**config.mk**
```make
export PLATFORM = sky130hd
export DESIGN_NAME = key_debounce_autorepeat_core
export DESIGN_NICKNAME = d
export VERILOG_FILES = /design/src/kda_pkg.sv /design/src/kda_regs.sv /design/src/kda_qual.sv /design/src/key_debounce_autorepeat_core.sv
export SDC_FILE = /design/constraint.sdc
export NUM_CORES = 1
export LEC_CHECK = 0
export BUFFER_PORTS_ARGS = -buffer_cell sky130_fd_sc_hd__buf_4
export CAP_MARGIN = 15
export CORE_MARGIN = 10
export CORE_UTILIZATION = 58
export DETAILED_ROUTE_END_ITERATION = 10
export PLACE_DENSITY = 0.81
export SLEW_MARGIN = 0
export SYNTH_ARGS = -nofsm -noshare
export SYNTH_HDL_FRONTEND = slang
export SYNTH_SLANG_ARGS = --single-unit
export TNS_END_PERCENT = 1
```
**constraint.sdc**
```tcl
create_clock -name i_clk -period 9.1 [get_ports i_clk]
set_clock_uncertainty 0.05 [all_clocks]
set_input_delay 0 -clock i_clk [delete_from_list [all_inputs] [get_ports i_clk]]
set_output_delay 0 -clock i_clk [all_outputs]
set_load 0.02 [all_outputs]
```
**src/kda_pkg.sv**
```systemverilog
`timescale 1ns / 1ps

package kda_pkg;

    localparam int KEY_COUNT   = 3;
    localparam int KEY_W       = 3;
    localparam int DREP_W      = 2;
    localparam int PERIOD_W    = 16;
    localparam int DIVIDER_W   = 8;
    localparam int DELAY_W     = 16;
    localparam int HOLD_W      = 16;
    localparam int ADDR_W      = 4;
    localparam int DATA_W      = 32;

    localparam logic [KEY_W-1:0] KEY_MASK = KEY_W'((1 << KEY_COUNT) - 1);

    localparam logic [1:0] REG_DEBOUNCE_PERIOD = 2'd0;
    localparam logic [1:0] REG_REPEAT_DIVIDER  = 2'd1;
    localparam logic [1:0] REG_REPEAT_DELAY    = 2'd2;

    localparam logic [PERIOD_W-1:0]  RST_DEBOUNCE_PERIOD = PERIOD_W'(256);
    localparam logic [DIVIDER_W-1:0] RST_REPEAT_DIVIDER  = DIVIDER_W'(10);
    localparam logic [DELAY_W-1:0]   RST_REPEAT_DELAY    = DELAY_W'(5);

    typedef struct packed {
        logic [PERIOD_W-1:0]  debounce_period;
        logic [DIVIDER_W-1:0] repeat_divider;
        logic [DELAY_W-1:0]   repeat_delay;
    } t_cfg;

    typedef struct packed {
        logic [KEY_W-1:0]     sampled_keys;
        logic [KEY_W-1:0]     reference_keys;
        logic [PERIOD_W-1:0]  debounce_count;
        logic [DIVIDER_W-1:0] repeat_phase;
        logic [HOLD_W-1:0]    hold_count;
    } t_state;

    typedef struct packed {
        logic [KEY_W-1:0]  press_mask;
        logic [KEY_W-1:0]  release_mask;
        logic [KEY_W-1:0]  repeat_mask;
        logic [DREP_W-1:0] delayed_repeat_mask;
    } t_result;

endpackage

```
**src/kda_regs.sv**
```systemverilog
`timescale 1ns / 1ps

module kda_regs (
    input  logic                      i_clk,
    input  logic                      i_rst_n,
    input  logic                      psel,
    input  logic                      penable,
    input  logic                      pwrite,
    input  logic [kda_pkg::ADDR_W-1:0] paddr,
    input  logic [kda_pkg::DATA_W-1:0] pwdata,
    output logic [kda_pkg::DATA_W-1:0] prdata,
    output logic                      pready,
    output kda_pkg::t_cfg             o_cfg
);
    import kda_pkg::*;

    t_cfg       r_cfg;
    logic       wr_en;
    logic [1:0] reg_idx;

    assign pready  = 1'b1;
    assign wr_en   = psel & penable & pwrite;
    assign reg_idx = paddr[3:2];
    assign o_cfg   = r_cfg;

    always_ff @(posedge i_clk) begin
        if (!i_rst_n) begin
            r_cfg.debounce_period <= RST_DEBOUNCE_PERIOD;
            r_cfg.repeat_divider  <= RST_REPEAT_DIVIDER;
            r_cfg.repeat_delay    <= RST_REPEAT_DELAY;
        end else if (wr_en) begin
            unique case (reg_idx)
                REG_DEBOUNCE_PERIOD: r_cfg.debounce_period <= pwdata[PERIOD_W-1:0];
                REG_REPEAT_DIVIDER:  r_cfg.repeat_divider  <= pwdata[DIVIDER_W-1:0];
                REG_REPEAT_DELAY:    r_cfg.repeat_delay    <= pwdata[DELAY_W-1:0];
                default: ;
            endcase
        end
    end

    always_comb begin
        prdata = '0;
        unique case (reg_idx)
            REG_DEBOUNCE_PERIOD: prdata = DATA_W'(r_cfg.debounce_period);
            REG_REPEAT_DIVIDER:  prdata = DATA_W'(r_cfg.repeat_divider);
            REG_REPEAT_DELAY:    prdata = DATA_W'(r_cfg.repeat_delay);
            default:             prdata = '0;
        endcase
    end

endmodule

```
**src/kda_qual.sv**
```systemverilog
`timescale 1ns / 1ps

module kda_qual (
    input  logic [kda_pkg::KEY_W-1:0] i_raw_keys,
    input  kda_pkg::t_cfg             i_cfg,
    input  kda_pkg::t_state           i_state,
    output kda_pkg::t_state           o_state,
    output kda_pkg::t_result          o_result
);
    import kda_pkg::*;

    logic [KEY_W-1:0]     now_keys;
    logic [PERIOD_W-1:0]  cnt_inc;
    logic                 fire;
    logic [DIVIDER_W-1:0] phase_inc;

    assign now_keys  = ~i_raw_keys & KEY_MASK;
    assign cnt_inc   = i_state.debounce_count + PERIOD_W'(1);
    // wrapped counter also fires, so a zero period acts like one
    assign fire      = (cnt_inc >= i_cfg.debounce_period) || (cnt_inc == '0);
    assign phase_inc = i_state.repeat_phase + DIVIDER_W'(1);

    always_comb begin
        o_state              = i_state;
        o_result             = '0;
        o_state.sampled_keys = now_keys;
        if (now_keys != i_state.sampled_keys) begin
            o_state.debounce_count = '0;
            o_state.reference_keys = i_state.sampled_keys;
        end else if (fire) begin
            o_state.debounce_count = '0;
            o_result.press_mask    = now_keys & ~i_state.reference_keys;
            o_result.release_mask  = ~now_keys & i_state.reference_keys;
            o_state.repeat_phase   = phase_inc;
            if (phase_inc == i_cfg.repeat_divider) begin
                o_state.repeat_phase = '0;
                o_result.repeat_mask = now_keys;
                if (i_state.hold_count >= i_cfg.repeat_delay) begin
                    o_result.delayed_repeat_mask = now_keys[2:1];
                end
                if (i_state.hold_count != '1) begin
                    o_state.hold_count = i_state.hold_count + HOLD_W'(1);
                end
            end
            if (now_keys == '0) begin
                o_state.hold_count = '0;
            end
            o_state.reference_keys = now_keys;
        end else begin
            o_state.debounce_count = cnt_inc;
        end
    end

endmodule

```
**src/key_debounce_autorepeat_core.sv**
```systemverilog
`timescale 1ns / 1ps
// Each accepted word's result word is registered in the output register.
// Throughput: one word per clock; the single output register is refilled in the
// same cycle it is taken, so input ready follows output ready.
// Reset (synchronous, active low): no key down, timers cleared, registers to
// period 256, divider 10, delay 5.

module key_debounce_autorepeat_core (
    input  logic                       i_clk,
    input  logic                       i_rst_n,
    input  logic                       i_in_valid,
    output logic                       o_in_ready,
    input  logic [kda_pkg::KEY_W-1:0]  i_raw_keys,
    output logic                       o_out_valid,
    input  logic                       i_out_ready,
    output logic [kda_pkg::KEY_W-1:0]  o_press_mask,
    output logic [kda_pkg::KEY_W-1:0]  o_release_mask,
    output logic [kda_pkg::KEY_W-1:0]  o_repeat_mask,
    output logic [kda_pkg::DREP_W-1:0] o_delayed_repeat_mask,
    input  logic                       psel,
    input  logic                       penable,
    input  logic                       pwrite,
    input  logic [kda_pkg::ADDR_W-1:0] paddr,
    input  logic [kda_pkg::DATA_W-1:0] pwdata,
    output logic [kda_pkg::DATA_W-1:0] prdata,
    output logic                       pready
);
    import kda_pkg::*;

    t_cfg    cfg;
    t_state  r_state;
    t_state  n_state;
    t_result n_result;
    t_result r_result;
    logic    r_out_valid;
    logic    accept;

    kda_regs u_regs (
        .i_clk   (i_clk),
        .i_rst_n (i_rst_n),
        .psel    (psel),
        .penable (penable),
        .pwrite  (pwrite),
        .paddr   (paddr),
        .pwdata  (pwdata),
        .prdata  (prdata),
        .pready  (pready),
        .o_cfg   (cfg)
    );

    kda_qual u_qual (
        .i_raw_keys (i_raw_keys),
        .i_cfg      (cfg),
        .i_state    (r_state),
        .o_state    (n_state),
        .o_result   (n_result)
    );

    assign o_in_ready = !r_out_valid || i_out_ready;
    assign accept     = i_in_valid && o_in_ready;

    always_ff @(posedge i_clk) begin
        if (!i_rst_n) begin
            r_state     <= '0;
            r_out_valid <= 1'b0;
        end else begin
            if (accept) begin
                r_state <= n_state;
            end
            if (accept) begin
                r_out_valid <= 1'b1;
            end else if (i_out_ready) begin
                r_out_valid <= 1'b0;
            end
        end
    end

    always_ff @(posedge i_clk) begin
        if (accept) begin
            r_result <= n_result;
        end
    end

    assign o_out_valid           = r_out_valid;
    assign o_press_mask          = r_result.press_mask;
    assign o_release_mask        = r_result.release_mask;
    assign o_repeat_mask         = r_result.repeat_mask;
    assign o_delayed_repeat_mask = r_result.delayed_repeat_mask;

endmodule

```
== Word level (Yosys, flattened, before mapping) ==
Index checks and enable logic that the tools add are counted.
Storage, ports and cells
  register bits: 98
  latch bits: 0
  bits in writable memories: 0
  bits in read-only memories: 0
  input bits: 46
  output and inout bits: 46
  logic and storage cells: 63
  memories kept: 0
Operators by class
  $add $sub $neg: 3
  multipliers: 0
  divide/modulo/power cells: 0
  $lt $le $gt $ge: 2
  eq/ne operators: 5
  shifts and indexed selects: 0
  multiplexer cells: 9
  bitwise logic cells: 11
  reductions and logical operators: 20
Operators by type and width (number)
  $mux 16: 3
  $pmux 16 s3: 1
  $add 16x1->16 const B: 2
  $ge 16x16->1: 2
  $mux 24: 1
  $mux 19: 1
  $logic_not 16->1: 1
  $ne 16x16->1 const B: 1
  $not 3->3: 3
  $add 8x1->8 const B: 1
  $eq 8x8->1: 1
  $reduce_and 2->1: 4
  $reduce_bool 2->1: 4
  $and 3x3->3: 2
  $reduce_and 5->1: 1
  $not 1->1: 4
  $reduce_or 4->1: 1
  $logic_not 3->1: 1
  $mux 3: 1
  $ne 3x3->1: 1
  $reduce_and 3->1: 1
  $reduce_or 3->1: 1
  $and 1x1->1: 2
  $eq 2x1->1 const B: 1
  7 further kinds: 9

== Depth between registers and ports, before layout ==
Gate-level depths: netlist (run 1).
  depth in word-level cells: 5
  depth in mapped cells: 15
  depth with buffers taken out: 13

== Cells and area by module ==
From an unflattened synthesis (run 1), not the netlist that was laid out.
Unflattened totals
  cells, all modules: 829
  area, all modules: 6812.8 um^2
Modules (own cells, without submodules)
  kda_qual: times used 1, cells each 392, area an instance 2612.5 um^2, sequential area each 0.0 um^2
  key_debounce_autorepeat_core: times used 1, cells each 215, area an instance 2203.4 um^2, sequential area each 1271.2 um^2
  kda_regs: times used 1, cells each 222, area an instance 1996.9 um^2, sequential area each 800.8 um^2

== Worst setup path before layout (run 1) ==
No wires, ideal clock.
  path type: register -> register
  from: register r_state[24] in the netlist's numbering
  to: register r_state[19] in the netlist's numbering
  library setup time: 0.096 ns
  data arrival time: 3.112 ns
  required time: 8.954 ns
  slack: 5.842 ns
  cell stages (with the launch flop): 15
  buffers on the path: 1
  clock period less this slack: 3.258 ns
  cell sequence: dfxtp_1 ha_1 nand4_4 nor3_2 nor2b_1 or2_2 ha_1 nand4_1 nor2_1 o2111ai_1 o211ai_1 a21oi_4 or3_1 buf_2 o41ai_2
On the way
  word-level cells in the longest chain between the ends: 4
  elaborated cells between the ends (all ways): 5
  classes of those cells: add/sub (1); order compare (1); reduce/logical (3)
RTL lines
  from (decl): line key_debounce_autorepeat_core.sv:31  | t_state r_state;
  from (signal assigned): line key_debounce_autorepeat_core.sv:68  | r_state <= n_state;
  $add 16x1->16 *: line kda_qual.sv:18  | assign cnt_inc = i_state.debounce_count + PERIOD_W'(1);
  $ge 16x16->1 / $logic_not 16->1 (equally long branches): line kda_qual.sv:20  | assign fire = (cnt_inc >= i_cfg.debounce_period) || (cnt_inc == '0);
  $logic_or 1x1->1 *: line kda_qual.sv:20
  $reduce_and 3->1 (no source line) *
Every way passes the cells marked *; elsewhere a longest branch is shown, timed or not.
A chain may end at the register's enable or synchronous reset.

== Worst setup path in the final report (run 1) ==
  from: register r_state[24] in the netlist's numbering
  to: register r_state[23] in the netlist's numbering
The elaborated chain is that of the path after synthesis.

==> run_summary.xml, run 1 <==
<?xml version="1.0" encoding="UTF-8"?>
<metrics>
  <group name="synth">
    <metric name="main_combinational_cell_family_by_area_after_synthesis" unit="">simple AND/OR/NAND/NOR gates</metric>
    <metric name="synthCells" unit="">770</metric>
    <metric name="synth_area" unit="sq um">6243</metric>
    <metric name="syn-mean-instance-area" unit="sq um">8.108</metric>
    <metric name="yosysSeqAreaShare" unit="%">33.19</metric>
    <metric name="synth_warnings" unit="">0</metric>
    <metric name="synth-xor-area-share" unit="%">3.226</metric>
    <metric name="synth-edff-count" unit="">11</metric>
    <metric name="async_reset_ff_share" unit="%">0</metric>
    <metric name="synthDistinctLibCells" unit="">69</metric>
    <metric name="netlist.area_leader.share" unit="%">27.90</metric>
    <metric name="post_synth_fa_ha_maj_area_fraction" unit="%">7.214</metric>
    <metric name="post_synth_and_or_nand_nor_area_fraction" unit="%">25.07</metric>
    <metric name="synthTopCellsByArea" unit="">dfxtp_1 28%, ha_1 7.2%, nand2_1 6.7%</metric>
    <metric name="ys_ff_latch" unit="">98</metric>
    <metric name="post_synth_mux_area_share" unit="%">4.810</metric>
    <metric name="synth.largest_area_cell" unit="">dfxtp_1</metric>
    <metric name="synth_compound_area_share" unit="%">18.30</metric>
    <metric name="synth_ff_type" unit="">dfxtp_1</metric>
  </group>
  <group name="hold_path">
    <metric name="hp-start" unit="">penable</metric>
    <metric name="worstHoldPathType" unit="">input port to flop</metric>
    <metric name="depth_of_the_worst_hold_timing_path" unit="">6</metric>
  </group>
  <group name="final_layout">
    <metric name="fillerInstances" unit="">836</metric>
    <metric name="nNetsFinal" unit="">896</metric>
    <metric name="final_core_util" unit="%">67.26</metric>
    <metric name="layout_commonest_cell" unit="">nand2_1</metric>
    <metric name="ant_diodes" unit="">0</metric>
    <metric name="final_layout_size_suffix_gt1_share" unit="%">11.60</metric>
    <metric name="layout.cells.most_common_list" unit="">111 x nand2_1, 87 x dfxtp_1, 60 x buf_4, 48 x a21oi_1, 46 x nor2_1</metric>
    <metric name="synthToLayoutAreaGrowth" unit="%">12.20</metric>
  </group>
  <group name="sta">
    <metric name="fin_crit" unit="ns">4.167</metric>
    <metric name="fmax" unit="MHz">240.0</metric>
    <metric name="timing.slew.headroom" unit="%">39.87</metric>
    <metric name="setup_slack" unit="ns">4.933</metric>
    <metric name="timing.final.hold_violations" unit="">0</metric>
    <metric name="rsz0062_at_grt" unit="">no</metric>
    <metric name="slew_violations" unit="">0</metric>
    <metric name="layout_worst_path_cycle_share" unit="%">45.79</metric>
    <metric name="setup_viols_final" unit="">0</metric>
    <metric name="worst-slew-pin-transition" unit="ns">0.8998</metric>
    <metric name="setup-tns-final" unit="ns">0</metric>
  </group>
  <group name="power_and_ir_drop">
    <metric name="vdd_ir_drop_max" unit="V">0.00007632</metric>
    <metric name="cellLeakagePower" unit="nW">2.670</metric>
    <metric name="totalPowerFinal" unit="mW">0.8390</metric>
    <metric name="powerDensity" unit="nW/um^2">119.8</metric>
  </group>
  <group name="floorplan">
    <metric name="placement_rows" unit="">37</metric>
    <metric name="dieHeight" unit="um">123.8</metric>
    <metric name="die_width" unit="um">123.8</metric>
    <metric name="initial_standard_cell_utilization_of_the_core" unit="%">59.94</metric>
    <metric name="full_die_area" unit="sq um">15310</metric>
    <metric name="top_level_ports" unit="">92</metric>
    <metric name="core_area" unit="sq um">10420</metric>
  </group>
  <group name="setup_path">
    <metric name="cp_launch_type" unit="">flop</metric>
    <metric name="critPathSlowestCell" unit="">dfxtp_1</metric>
    <metric name="timing.critical_path.from" unit="">r_state[24]</metric>
    <metric name="crit_required" unit="ns">9.32</metric>
    <metric name="worst_setup_path_end_kind" unit="">flop</metric>
    <metric name="cp.buffers_inverters" unit="">2</metric>
    <metric name="timing.setup.critical_path_class" unit="">flop to flop</metric>
    <metric name="rr_worst_depth" unit="">13</metric>
    <metric name="cp_common_cell" unit="">ha_1</metric>
    <metric name="critical_path_cell_count" unit="">13</metric>
    <metric name="timing.critical_path.fanout_max" unit="">32</metric>
    <metric name="crit_arrival" unit="ns">4.38</metric>
    <metric name="critical_path.reg2reg.startpoint" unit="">r_state[24]</metric>
    <metric name="max_stage_delay" unit="ns">0.50</metric>
    <metric name="critPathTopFamily" unit="">simple AND/OR/NAND/NOR gates</metric>
    <metric name="crit_path_cell_trace" unit="">ha_1, nand4_4, nor4_1, xnor2_1, inv_1, ha_1, or4_1, nand3_1, o211ai_1, a21oi_4, buf_4, or3_1, o21ai_1</metric>
  </group>
  <group name="run">
    <metric name="max-cap-violations" unit="">0</metric>
  </group>
  <group name="clocking">
    <metric name="clock_tree.htree_level_count" unit="">3</metric>
    <metric name="tritoncts" unit="">built</metric>
    <metric name="clkSinkCount" unit="">98</metric>
    <metric name="insertion_delay" unit="ns">0.38</metric>
    <metric name="ctsResizeCount" unit="">0</metric>
    <metric name="clk_path_buf_depth" unit="">2</metric>
    <metric name="cts_root_buffer" unit="">clkbuf_8</metric>
    <metric name="cts-buffers-inserted" unit="">9</metric>
    <metric name="post_cts_hold_buffer_count" unit="">25</metric>
    <metric name="cts_setup_buffers" unit="">0</metric>
    <metric name="clkSlewWorstSetupHoldPaths" unit="ns">0.10</metric>
  </group>
  <group name="placed_design">
    <metric name="pre_cts_ws" unit="ns">4.989</metric>
    <metric name="hpwlAfterDp" unit="um">11700</metric>
    <metric name="io_buffers" unit="">56</metric>
    <metric name="gp_congestion" unit="">0.9043</metric>
  </group>
  <group name="grt">
    <metric name="overflow_left_after_global_routing" unit="">0</metric>
    <metric name="grt_pass1_wl" unit="um">27080</metric>
    <metric name="grt_start_max_net_pins" unit="">49</metric>
    <metric name="global_route.usage.total" unit="%">21.52</metric>
    <metric name="antenna_found_initial" unit="">0</metric>
    <metric name="grt_pass1_vias" unit="">5459</metric>
  </group>
  <group name="status">
    <metric name="run_status" unit="">complete, no violations</metric>
  </group>
  <group name="route">
    <metric name="drt_total_wl" unit="um">16580</metric>
    <metric name="detailedRoute.firstIterationViolations" unit="">671</metric>
    <metric name="vias_per_cell" unit="">6.075</metric>
    <metric name="firstDrtPassIters" unit="">6</metric>
    <metric name="antenna_left" unit="">0</metric>
    <metric name="vias" unit="">5802</metric>
    <metric name="routed_wire_length_per_instance" unit="um">17.36</metric>
    <metric name="residual_drc_count" unit="">0</metric>
  </group>
</metrics>
[registers in the layout (all words and copies together) (netlist names)]
signal,count
o_out_valid,1
o_delayed_repeat_mask,2
o_press_mask,3
o_release_mask,3
o_repeat_mask,3
r_state,46
u_regs.o_cfg,40
[cell usage after synthesis (2+ instances only)]
cell type	n
a211oi_1	12
nor2b_1	8
o311ai_0	3
a21o_1	8
or3_1	10
xnor2_1	19
nor2_1	46
o21ai_0	24
a32oi_1	10
nand4_1	14
nand3b_1	4
buf_2	10
mux2i_1	30
a31oi_1	9
xor2_1	4
nor3_1	18
buf_4	19
o21a_1	5
inv_1	37
nand2_1	111
o31ai_1	6
and4_1	3
clkinv_1	2
a21oi_1	48
buf_6	3
nand4b_1	2
edfxtp_1	11
o211ai_1	17
ha_1	36
buf_1	3
nor4_1	8
and2_1	8
o22ai_1	2
or4_1	11
clkbuf_1	32
and3_1	15
nand2b_1	5
conb_1	2
o32ai_1	2
o41ai_2	2
nand3_1	27
or2_2	6
dfxtp_1	87
o21ai_1	6
[report_power, final]
group / internal (mW) / total (mW) / switching [mW]
clock: 0.128 / 0.288 / 0.160
sequential: 0.444 / 0.452 / 0.00717
combinational: 0.0377 / 0.0996 / 0.0619
[layout make-up]
type	instances	area, sq um	area share (%)
inverters	39	146.4	2.090
multi-input cells	581	3724	53.15
repair buffers	85	700.7	10.00
clock buffers	10	127.6	1.822
flip-flops and latches	98	2072	29.58
clock inverters	6	65.06	0.9287
well taps	136	170.2	2.429
[kinds of logic after synthesis]
family / count (synthesis)
and+or+nand+nor: 307
AOI/OAI and AO/OA: 168
buffers and inverters: 106
DFF: 98
adders and majority gates: 36
muxes: 30
xor gates and xnor gates: 23
other: 2
[layer usage]
layer / GRT usage [%] / vias up / share of wire [%]
met5: 0 / - / 0
met4: 6.114 / 0 / 1.4
met3: 3.846 / 28 / 7.3
met2: 35.53 / 238 / 48
met1: 28.16 / 2724 / 43
li1: - / 2812 / -
[path summary, 6_finish.rpt]
check,to,slack [ns]
worst min register to register,u_regs.o_cfg[33],0.43
worst max-delay path,r_state[23],4.93
worst max register to register,r_state[23],4.93
worst min-delay path,u_regs.o_cfg[33],0.25
[stage by stage]
step           hold WS (ns)  area [sq um]  cells
3_3_place_gp         0.1933          6563    914
3_5_place_dp         0.1949          6563    914
4_1_cts              0.2352          7005    955
5_1_grt              0.2668          7005    955
6_report             0.2501          7005    955
2_1_floorplan       0.04563          6300    785
[worst min-delay path, cell delays in order]
cell and delay, ns:
buf_4 0.11, nand3_1 0.13, nor3_1 0.06, buf_4 0.20, nand2_1 0.08, a21oi_1 0.05
Power figures use the tool's default switching activity.
==> run 2: changes to the inputs <==
--- a/config.mk
+++ b/config.mk
@@ -5,6 +5,7 @@
 export SDC_FILE = /design/constraint.sdc
 export NUM_CORES = 1
 export LEC_CHECK = 0
+export ABC_AREA = 1
 export BUFFER_PORTS_ARGS = -buffer_cell sky130_fd_sc_hd__buf_4
 export CAP_MARGIN = 15
 export CORE_MARGIN = 10
==> constraint.sdc (replaced) <==
create_clock -name i_clk -period 4.1 [get_ports i_clk]
set_clock_uncertainty 0.05 [all_clocks]
set_input_delay 0 -clock i_clk [delete_from_list [all_inputs] [get_ports i_clk]]
set_output_delay 0 -clock i_clk [all_outputs]
set_load 0.02 [all_outputs]
==> run_summary.xml, run 2 <==
<?xml version="1.0" encoding="UTF-8"?>
<metrics>
  <group name="synth">
    <metric name="synthDistinctLibCells" unit="">41</metric>
    <metric name="synthCells" unit="">870</metric>
    <metric name="synth-edff-count" unit="">11</metric>
    <metric name="netlist.area_leader.share" unit="%">29.08</metric>
    <metric name="synth.largest_area_cell" unit="">dfxtp_1</metric>
    <metric name="async_reset_ff_share" unit="%">0</metric>
    <metric name="synth_ff_type" unit="">dfxtp_1</metric>
    <metric name="synthTopCellsByArea" unit="">dfxtp_1 29%, nand2_1 13%, ha_1 7.5%</metric>
    <metric name="synth_commonest_cells" unit="">201 x nand2_1, 112 x inv_1, 97 x nor2_1</metric>
    <metric name="syn-mean-instance-area" unit="sq um">6.884</metric>
    <metric name="synth.most_common_cell" unit="">nand2_1</metric>
    <metric name="synth_area" unit="sq um">5989</metric>
    <metric name="yosysSeqAreaShare" unit="%">34.59</metric>
    <metric name="ys_ff_latch" unit="">98</metric>
    <metric name="synth_warnings" unit="">0</metric>
  </group>
  <group name="final_layout">
    <metric name="nNetsFinal" unit="">1012</metric>
    <metric name="final_layout_size_suffix_gt1_share" unit="%">10.59</metric>
    <metric name="synthToLayoutAreaGrowth" unit="%">12.62</metric>
    <metric name="layout.cells.most_common_list" unit="">201 x nand2_1, 112 x inv_1, 97 x nor2_1, 87 x dfxtp_1, 73 x a21oi_1</metric>
    <metric name="max_flop_register" unit="">r_state</metric>
    <metric name="layout_commonest_cell" unit="">nand2_1</metric>
    <metric name="ant_diodes" unit="">0</metric>
    <metric name="largest_reg_flops" unit="">46</metric>
    <metric name="seqCellArea" unit="sq um">2072</metric>
    <metric name="fillerInstances" unit="">926</metric>
    <metric name="multiInputGateArea" unit="sq um">3287</metric>
  </group>
  <group name="placed_design">
    <metric name="gp_congestion" unit="">0.9002</metric>
    <metric name="hpwlAfterDp" unit="um">10850</metric>
    <metric name="io_buffers" unit="">56</metric>
  </group>
  <group name="sta">
    <metric name="timing.slew.headroom" unit="%">46.32</metric>
    <metric name="layout_worst_path_cycle_share" unit="%">80.04</metric>
    <metric name="setup-tns-final" unit="ns">0</metric>
    <metric name="rsz0062_at_grt" unit="">no</metric>
    <metric name="setup_viols_final" unit="">0</metric>
    <metric name="fin_crit" unit="ns">3.282</metric>
    <metric name="worst-slew-pin-transition" unit="ns">0.8043</metric>
    <metric name="slew_violations" unit="">0</metric>
    <metric name="fmax" unit="MHz">304.7</metric>
    <metric name="timing.final.hold_violations" unit="">0</metric>
  </group>
  <group name="clocking">
    <metric name="clock_tree.htree_level_count" unit="">3</metric>
    <metric name="clk_path_buf_depth" unit="">2</metric>
    <metric name="cts_root_buffer" unit="">clkbuf_8</metric>
    <metric name="tritoncts" unit="">built</metric>
    <metric name="clkSinkCount" unit="">98</metric>
    <metric name="insertion_delay" unit="ns">0.38</metric>
    <metric name="cts-buffers-inserted" unit="">9</metric>
    <metric name="clkSlewWorstSetupHoldPaths" unit="ns">0.10</metric>
  </group>
  <group name="power_and_ir_drop">
    <metric name="powerDensity" unit="nW/um^2">259.6</metric>
    <metric name="total_switching_power" unit="mW">0.4737</metric>
    <metric name="p_seq_share" unit="%">56.9</metric>
    <metric name="power_frac_clock" unit="%">31.9</metric>
    <metric name="cellLeakagePower" unit="nW">2.942</metric>
    <metric name="cell_internal_power" unit="mW">1.278</metric>
    <metric name="totalPowerFinal" unit="mW">1.751</metric>
    <metric name="power.share.switching" unit="%">27.05</metric>
    <metric name="vdd_ir_drop_max" unit="V">0.0002015</metric>
    <metric name="power_frac_comb" unit="%">11.2</metric>
  </group>
  <group name="route">
    <metric name="detailedRoute.firstIterationViolations" unit="">398</metric>
    <metric name="firstDrtPassIters" unit="">7</metric>
    <metric name="routed_wire_length_per_instance" unit="um">13.73</metric>
    <metric name="vias_per_cell" unit="">5.215</metric>
    <metric name="antenna_left" unit="">0</metric>
    <metric name="drt_total_wl" unit="um">14700</metric>
    <metric name="residual_drc_count" unit="">0</metric>
    <metric name="vias" unit="">5585</metric>
  </group>
  <group name="status">
    <metric name="run_status" unit="">complete, no violations</metric>
  </group>
  <group name="setup_path">
    <metric name="timing.critical_path.fanout_max" unit="">16</metric>
    <metric name="crit_required" unit="ns">4.36</metric>
    <metric name="crit_arrival" unit="ns">3.54</metric>
    <metric name="critPathSlowestCell" unit="">dfxtp_1</metric>
    <metric name="crit_path_cell_trace" unit="">nand2_1, nor2_4, nand2_2, nor2_1, nand2_1, and2_1, ha_1, a21oi_1, o21ai_0, a21oi_1, nand2_1, nor2_1, nand2_4, nor2_4, nand2_1, a21oi_1</metric>
    <metric name="critPathTopFamily" unit="">simple AND/OR/NAND/NOR gates</metric>
    <metric name="worst_setup_path_end_kind" unit="">flop</metric>
    <metric name="cp.buffers_inverters" unit="">0</metric>
    <metric name="timing.setup.critical_path_class" unit="">flop to flop</metric>
    <metric name="cp_launch_type" unit="">flop</metric>
    <metric name="max_stage_delay" unit="ns">0.44</metric>
    <metric name="cp_common_cell" unit="">nand2_1</metric>
  </group>
  <group name="grt">
    <metric name="grt_pass1_vias" unit="">5273</metric>
    <metric name="overflow_left_after_global_routing" unit="">0</metric>
    <metric name="global_route.usage.total" unit="%">20.22</metric>
    <metric name="antenna_found_initial" unit="">0</metric>
    <metric name="grt_start_max_net_pins" unit="">64</metric>
    <metric name="grt_pass1_wl" unit="um">24650</metric>
  </group>
  <group name="hold_path">
    <metric name="worstHoldPathType" unit="">input port to flop</metric>
  </group>
  <group name="floorplan">
    <metric name="dieHeight" unit="um">121.6</metric>
    <metric name="full_die_area" unit="sq um">14790</metric>
    <metric name="top_level_ports" unit="">92</metric>
    <metric name="core_area" unit="sq um">10180</metric>
    <metric name="initial_standard_cell_utilization_of_the_core" unit="%">58.81</metric>
    <metric name="die_width" unit="um">121.6</metric>
    <metric name="placement_rows" unit="">37</metric>
  </group>
  <group name="run">
    <metric name="max-cap-violations" unit="">0</metric>
  </group>
</metrics>
## run 2: changes by cell type in the layout (fill, tap and decap cells not counted), moves of 17 or more
cell / delta
nand2_1: +90
inv_1: +75
nor2_1: +51
mux2i_1: -30
a21oi_1: +25
o21ai_0: +20
nand3_1: +19
xnor2_1: -17
## run 2: metal layers
layer	global-route usage, %	vias up	wire length (um)	part of all wire, %
met4	8.271	0	514	3.5
met3	4.579	37	704	4.8
met2	34.84	132	7039	48
met1	23.78	2511	6446	44
li1	-	2905	-	-
met5	0	-	0	0
## run 2: logic make-up (layout without fill, tap and decap cells)
| family | count (synthesis) | in the layout | synth area share, % |
|---|---|---|---|
| AO/OA/AOI/OAI | 153 | 153 | 14.04 |
| XOR/XNOR | 19 | 19 | 2.778 |
| adder cells (fa/ha/maj) | 36 | 36 | 7.520 |
| buffers and inverters | 159 | 209 | 11.47 |
| flip-flops | 98 | 98 | 34.59 |
| other | 2 | 17 | 0.1254 |
| AND/OR/NAND/NOR | 403 | 403 | 29.48 |
## run 2: path summary, 6_finish.rpt
path | cells after the start | slack, ns | from | endpoint
setup / recovery | 16 | 0.82 | r_state[27] | r_state[29]
hold / removal | 4 | 0.07 | penable | u_regs.o_cfg[19]
setup reg to reg | 16 | 0.82 | r_state[27] | r_state[29]
hold reg to reg | 2 | 0.44 | u_regs.o_cfg[4] | u_regs.o_cfg[4]
## run 2: metrics by stage
stage                     area [sq um]  worst slack [ns]  cells  utilization [%]  hold WS (ns)
after global routing              6745            0.4611   1071            66.23       0.09196
after CTS                         6745            0.8603   1071            66.23       0.05329
final                             6745            0.8182   1071            66.23       0.06762
after global placement            6389            0.9641   1035            62.73        0.1830
after detailed placement          6389            0.9074   1035            62.73        0.1876
after floorplan                   6046             1.383    885                -       0.03996
## run 2: what timing repair did
action | in CTS | in global routing
hold buffers | 20 | 0
gates resized for setup | 0 | 0
hold endpoints to repair | 51 | 0
setup buffers | 0 | 0
## run 2: layout make-up
cell class | count | area share, %
clock buffer | 13 | 2.059
clock inverter | 3 | 0.2597
inverter | 117 | 6.511
multi-input combinational | 628 | 48.73
sequential | 98 | 30.72
tap | 136 | 2.523
timing repair buffer | 76 | 9.201
## run 2: worst min-delay path, delay by kind of cell
kind	cells	cell delay, ns
AND/OR/NAND/NOR	2	0.21
AO/OA/AOI/OAI	1	0.15
buffers and inverters	1	0.11
## run 2: power groups by stage
stage | logic (mW) | registers (mW) | clock network, mW
after global placement | 0.176 | 1.02 | 0
after floorplan | 0.117 | 1.02 | 0
after CTS | 0.194 | 0.996 | 0.568
after detailed placement | 0.178 | 1.02 | 0
after global routing | 0.215 | 0.999 | 0.607
final | 0.196 | 0.996 | 0.559
